File: config.mk
export PLATFORM = sky130hd
export DESIGN_NAME = aisu_ctrl
export DESIGN_NICKNAME = d
export VERILOG_FILES = /design/src/hdl/array_insert_and_statistics_unit_defines.svh /design/src/hdl/aisu_pkg.sv /design/src/hdl/aisu_ctrl.sv
export SDC_FILE = /design/constraint.sdc
export NUM_CORES = 1
export LEC_CHECK = 0
export BUFFER_PORTS_ARGS = -buffer_cell sky130_fd_sc_hd__buf_2
export CORE_MARGIN = 8
export CORE_UTILIZATION = 35
export CTS_CLUSTER_DIAMETER = 100
export DETAILED_ROUTE_END_ITERATION = 8
export GPL_TIMING_DRIVEN = 0
export PLACE_DENSITY = 0.69
export SYNTH_ARGS = -nofsm -noshare
export SYNTH_HDL_FRONTEND = slang
export SYNTH_SLANG_ARGS = --single-unit
export TNS_END_PERCENT = 100
File: constraint.sdc
create_clock -name clock -period 1.46 [get_ports clock]
set_clock_uncertainty 0.1 [all_clocks]
set_input_delay 0.219 -clock clock [delete_from_list [all_inputs] [get_ports clock]]
set_output_delay 0.219 -clock clock [all_outputs]
set_load 0.03 [all_outputs]
File: src/hdl/array_insert_and_statistics_unit_defines.svh
// Assertion macros shared by the unit
`ifndef ARRAY_INSERT_AND_STATISTICS_UNIT_DEFINES_SVH
`define ARRAY_INSERT_AND_STATISTICS_UNIT_DEFINES_SVH

// check a property on every clock edge outside reset
`define AISU_ASSERT(name, clk, rst, prop) name: assert property (@(posedge clk) \
   disable iff (rst) prop) else $error("aisu: property failed");

// flag a condition that must never be seen outside reset
`define AISU_ASSERT_NEVER(name, clk, rst, cond) name: assert property (@(posedge clk) \
   disable iff (rst) !(cond)) else $error("aisu: forbidden condition seen");

`endif

File: src/hdl/aisu_pkg.sv
package aisu_pkg;

   localparam int DATA_W = 32;
   localparam int LEN_W  = 8;
   localparam int X_W    = 17;
   localparam int SQ_W   = 34;

   localparam logic [1:0] OP_CLEAR  = 2'd0;
   localparam logic [1:0] OP_INSERT = 2'd1;
   localparam logic [1:0] OP_QUERY  = 2'd2;
   localparam logic [1:0] OP_READ   = 2'd3;

   localparam logic [1:0] ST_OK    = 2'd0;
   localparam logic [1:0] ST_FULL  = 2'd1;
   localparam logic [1:0] ST_EMPTY = 2'd2;
   localparam logic [1:0] ST_RANGE = 2'd3;

   typedef struct packed {
      logic [1:0]         op;
      logic signed [31:0] value;
      logic signed [31:0] position;
   } req_word_type;

   typedef struct packed {
      logic [1:0]         status;
      logic [7:0]         length;
      logic signed [31:0] even_sum;
      logic signed [31:0] min_value;
      logic signed [31:0] max_value;
      logic signed [31:0] prime_sum;
      logic [7:0]         key_count;
      logic signed [31:0] read_data;
   } rsp_word_type;

   typedef struct packed {
      logic ld_req;
      logic clr;
      logic sh_rd;
      logic sh_wr;
      logic ins_wr;
      logic q_init;
      logic q_rd;
      logic q_load;
      logic p_step;
      logic p_add;
      logic div_start;
      logic q_next;
      logic rd_rd;
      logic done;
   } ctrl_cmd_type;

   typedef struct packed {
      logic [1:0] op;
      logic       full;
      logic       empty;
      logic       rd_oob;
      logic       shift_done;
      logic       q_last;
      logic       e_small;
      logic       sq_gt;
      logic       div_done;
      logic       rem_zero;
   } ctrl_sts_type;

endpackage

File: src/hdl/aisu_ctrl.sv
module aisu_ctrl (
   input  logic                   clock,
   input  logic                   reset,
   input  logic                   start,
   input  aisu_pkg::ctrl_sts_type sts,
   output aisu_pkg::ctrl_cmd_type cmd,
   output logic                   busy
);
   import aisu_pkg::*;

   localparam logic [3:0] S_IDLE     = 4'd0;
   localparam logic [3:0] S_DISPATCH = 4'd1;
   localparam logic [3:0] S_SH_CHK   = 4'd2;
   localparam logic [3:0] S_SH_WR    = 4'd3;
   localparam logic [3:0] S_INS      = 4'd4;
   localparam logic [3:0] S_Q_RD     = 4'd5;
   localparam logic [3:0] S_Q_LD     = 4'd6;
   localparam logic [3:0] S_P_TEST   = 4'd7;
   localparam logic [3:0] S_P_DIV    = 4'd8;
   localparam logic [3:0] S_Q_NEXT   = 4'd9;
   localparam logic [3:0] S_RD_RD    = 4'd10;
   localparam logic [3:0] S_RESP     = 4'd11;

   logic [3:0] state_ff, state_in;

   always_comb begin
      state_in = state_ff;
      cmd      = '0;
      unique case (state_ff)
         S_IDLE: begin
            if (start) begin
               cmd.ld_req = 1'b1;
               state_in   = S_DISPATCH;
            end
         end
         S_DISPATCH: begin
            unique case (sts.op)
               OP_CLEAR: begin
                  cmd.clr  = 1'b1;
                  state_in = S_RESP;
               end
               OP_INSERT: state_in = sts.full ? S_RESP : S_SH_CHK;
               OP_QUERY: begin
                  if (sts.empty) begin
                     state_in = S_RESP;
                  end else begin
                     cmd.q_init = 1'b1;
                     state_in   = S_Q_RD;
                  end
               end
               default: state_in = sts.rd_oob ? S_RESP : S_RD_RD;
            endcase
         end
         S_SH_CHK: begin
            if (sts.shift_done) begin
               state_in = S_INS;
            end else begin
               cmd.sh_rd = 1'b1;
               state_in  = S_SH_WR;
            end
         end
         S_SH_WR: begin
            cmd.sh_wr = 1'b1;
            state_in  = S_SH_CHK;
         end
         S_INS: begin
            cmd.ins_wr = 1'b1;
            state_in   = S_RESP;
         end
         S_Q_RD: begin
            cmd.q_rd = 1'b1;
            state_in = S_Q_LD;
         end
         S_Q_LD: begin
            cmd.q_load = 1'b1;
            state_in   = S_P_TEST;
         end
         S_P_TEST: begin
            if (sts.e_small) begin
               state_in = S_Q_NEXT;
            end else if (sts.sq_gt) begin
               cmd.p_add = 1'b1;
               state_in  = S_Q_NEXT;
            end else begin
               cmd.div_start = 1'b1;
               state_in      = S_P_DIV;
            end
         end
         S_P_DIV: begin
            if (sts.div_done) begin
               if (sts.rem_zero) begin
                  state_in = S_Q_NEXT;
               end else begin
                  cmd.p_step = 1'b1;
                  state_in   = S_P_TEST;
               end
            end
         end
         S_Q_NEXT: begin
            if (sts.q_last) begin
               state_in = S_RESP;
            end else begin
               cmd.q_next = 1'b1;
               state_in   = S_Q_RD;
            end
         end
         S_RD_RD: begin
            cmd.rd_rd = 1'b1;
            state_in  = S_RESP;
         end
         S_RESP: begin
            cmd.done = 1'b1;
            state_in = S_IDLE;
         end
         default: state_in = S_IDLE;
      endcase
   end

   always_ff @(posedge clock) begin
      if (reset) begin
         state_ff <= S_IDLE;
      end else begin
         state_ff <= state_in;
      end
   end

   assign busy = (state_ff != S_IDLE);

endmodule
---- Yosys cells after proc, flatten, opt, wreduce, memory -nomap -nowiden ----
Cells that the tools add are included.
word-level totals
  bits in registers ....................... 4
  output and inout bits ................... 15
  input port bits ......................... 14
operators by class
  muxes and demuxes ....................... 36
  reductions and logical operators ........ 5
  equal/unequal tests ..................... 15
operators with widths
  operator                                                         number
  4-bit case mux with 10 select lines                              1
  4-bit 2-to-1 mux                                                 7
  1-bit 2-to-1 mux                                                 24
  4-bit by 3-bit == test with 1-bit output, second input constant  4
  4-bit == test, second input constant                             4
  4-bit case mux with 3 select lines                               1
  4-bit by 2-bit == test with 1-bit output, second input constant  2
  4-bit by 1-bit == test with 1-bit output, second input constant  1
  4-bit zero test                                                  1
  2-bit 2-to-1 mux                                                 2
  2-bit inequality test, second input constant                     2
  4-bit nonzero test                                               1
  3-bit 2-to-1 mux                                                 1
  2-bit by 1-bit == test with 1-bit output, second input constant  1
  2-bit == test, second input constant                             1
  2-bit zero test                                                  1
  2-bit AND reduction                                              1
  2-bit OR reduction                                               1

---- Longest topological paths before layout ----
  depth in word-level cells ............... 3
  depth in mapped cells ................... 6
  gate-level depth less buffers ........... 4

---- Worst setup path after synthesis ----
OpenSTA, ideal clock, no wires.
  path kind ............................... flip-flop to output port
  start ................................... register state_ff[1]
  end ..................................... output cmd[11] in the netlist's numbering
  setup slack ............................. -529 ps
  data arrival time ....................... 1670 ps
  cell stages (with the launch flop) ...... 5
  cell sequence ........................... dfxtp_1 buf_2 buf_4 nand2_1 nor4_1
RTL lines
  element                 RTL line          source
  start, declared         aisu_ctrl.sv:24   logic [3:0] state_ff, state_in;
  start signal, assigned  aisu_ctrl.sv:123  state_ff <= state_in;
  end, declared           aisu_ctrl.sv:6    output aisu_pkg::ctrl_cmd_type cmd,

==> results.toml <==
[global_route]
met1_usage_pct = 14.2
grt_pass1_wl_um = 3350
grt_max_degree = 11
gr-total-overflow = 0
busiest_layer = "met2"
grt_pass1_vias = 762
met2_usage_pct = 22.0
antenna_found_initial = 0
gr-usage-all-layers_pct = 12.2
grtUsageMet3_pct = 2.05

[routing]
wirelength_um = 2180
vias = 764
drc = 0
drt_iter0_drc = 21
wire_per_inst_um = 15.9
via_per_inst = 5.58
ant_nets = 0
drt-pass1-iter-count = 4

[timing]
worst_slack_ps = -324
maxSlewViolCount = 0
fin_hold_ws_ps = 215
finalSetupViolations = 19
slew_headroom_pct = 78.0
finalCritPeriodShare_pct = 122
rsz0062_at_grt = "true"
tightest_slew_ps = 329
fin_crit_ps = 1780
clock.fmax_mhz = 560
finalHoldViolations = 0

[cells_and_area]
n_antenna_cell = 0
final_nets = 137
postLayoutCoreUtil_pct = 76.6
top_regs = "state_ff x4"
largest_reg_flops = 4
largest_register = "state_ff"
drive_gt1_share_pct = 66.1
area_growth_pct = 107

[synthesis]
syn_nets = 91
async_flop_share_pct = 0
synth_area_um2 = 552
synth.most_common_cell = "nor2_1"
syn_inst = 77
synth_cell_types = 35
synth_top_area_share_pct = 14.5
ys_warn_count = 0
ys_seq_area_share_pct = 14.5
synth_top_area_cell = "dfxtp_1"
ys_ff_latch = 4
netlist_top_cells_count = "nor2_1, nand2_1, buf_2"
synth_edf_count = 0
synthTopCellsByArea = "dfxtp_1, nor2_1, mux2i_1, a211oi_2, buf_2"
syn_avg_cell_area_um2 = 7.17
yosys_most_used_dff = "dfxtp_1"

[place]
place.gp.congestion = 0.869
detailed_place_hpwl_um = 1350
portBuffers = 28

[floorplan]
core-area_um2 = 1490
initial_core_util_pct = 37.1
rows = 14
die-area_um2 = 3100
ios = 29
die_w_um = 55.7
die_y_um = 55.7

[worst_setup_path]
crit_path_end_kind = "primary output"
worstSetupPathType = "reg2out"
start_kind = "flop"
crit_fanout = 10
crit_arrival_ps = 1470
crit_required_ps = 1140

[power_and_ir_drop]
combPwrFrac_pct = 84.6
netSwitchingFraction_pct = 47.2
internal_power_mw = 1.22
peakVddDrop_v = 0.00180
clkPwrFrac_pct = 5.6
p_switching_mw = 1.09
static-leakage-power_nw = 0.492
p_per_area_nw_per_um2 = 2030
pwr-share-seq_pct = 9.9

[clocking]
cts_tree = "built"
clk_pin_slew_worst_paths_ps = 30
numCtsBuffers = 3
h-tree-depth = 1
cts_root_buf = "clkbuf_4"
postCtsHoldBufs = 0
clk_path_buf_depth = 2
clock_latency_ps = 230
cts_sinks = 4

[run_status]
outcome = "complete, but fails checks"
violations = "setup timing"

[hold_path]
hp-class = "in2reg"

[job]
drv_cap = 0
## final timing paths
kind	from	endpoint	slack, ps	cells after the start
hold / removal	reset	state_ff[3]	220	3
setup reg to reg	state_ff[3]	state_ff[1]	-100	6
hold reg to reg	state_ff[0]	state_ff[1]	580	2
setup / recovery	state_ff[2]	cmd[5]	-320	5
## cell type report
cell class                      instances  area, um^2
Tap cell                               16        20.0
Inverter                                2        7.51
Buffer                                  6        71.3
Sequential cell                         4        86.3
Timing Repair Buffer                   42         350
Fill cell                              99         348
Multi-Input combinational cell         64         583
Clock buffer                            3        22.5
## power by group through the flow
stage	clock, mW	combinational, mW	sequential [mW]
2_1_floorplan	0	1.04	0.186
3_3_place_gp	0	1.28	0.193
3_5_place_dp	0	1.29	0.193
4_1_cts	0.140	1.74	0.200
5_1_grt	0.140	2.06	0.231
6_report	0.129	1.96	0.228
## critical path: stages, from the launching register on
cell and delay, ps:
dfxtp_1 310, clkbuf_4 200, nor2_1 190, nand3_1 170
nor3b_4 200, buf_4 180
## placed cells by master, fill, tap and decap left out, types with 2 or more instances in the layout
| cell type | instances |
|---|---|
| and3_4 | 2 |
| a211oi_2 | 3 |
| nand2_4 | 2 |
| buf_6 | 19 |
| nor4_4 | 2 |
| buf_2 | 13 |
| a21oi_1 | 2 |
| inv_1 | 2 |
| o21bai_1 | 2 |
| nand2b_1 | 3 |
| buf_4 | 12 |
| nor3b_4 | 2 |
| nor2b_1 | 3 |
| nor3_4 | 2 |
| nor2_4 | 4 |
| nor2_1 | 5 |
| nand2_1 | 4 |
| clkbuf_4 | 4 |
| dfxtp_2 | 2 |
| buf_8 | 3 |
| a21oi_2 | 3 |
| or3_1 | 2 |
| mux2i_1 | 3 |
## cells by family after synthesis
kind of cell / after synthesis / share of synthesized area [%]
xor+xnor: 1 / 1.59
flops: 4 / 14.5
mux: 3 / 5.44
simple gates: 41 / 41.7
buf+inv: 9 / 9.30
compound gates: 19 / 27.4
## metrics by stage
stage	area (um^2)	setup TNS [ps]	instances	setup WS (ps)	total power, mW
after floorplan	674	-335	77	-111	1.22
after global placement	835	-882	121	-186	1.47
after detailed placement	835	-893	121	-199	1.48
after CTS	1060	-3370	134	-321	2.08
after global routing	1140	-4700	137	-384	2.43
final	1140	-3770	137	-324	2.31
## routing by layer
metal	routed length (um)	part of all wire, %
met1	923	42
met2	1140	52
met3	115	5.3
met4	0	0
met5	0	0
## timing repair
| action | in CTS | in global routing |
|---|---|---|
| setup buffers | 10 | 5 |
| resized for setup | 41 | 16 |
| pin swaps | 10 | 9 |
| setup endpoints to repair | 16 | 19 |
| cloned | 0 | 0 |
Note: power is estimated with default switching activity, not from simulation.
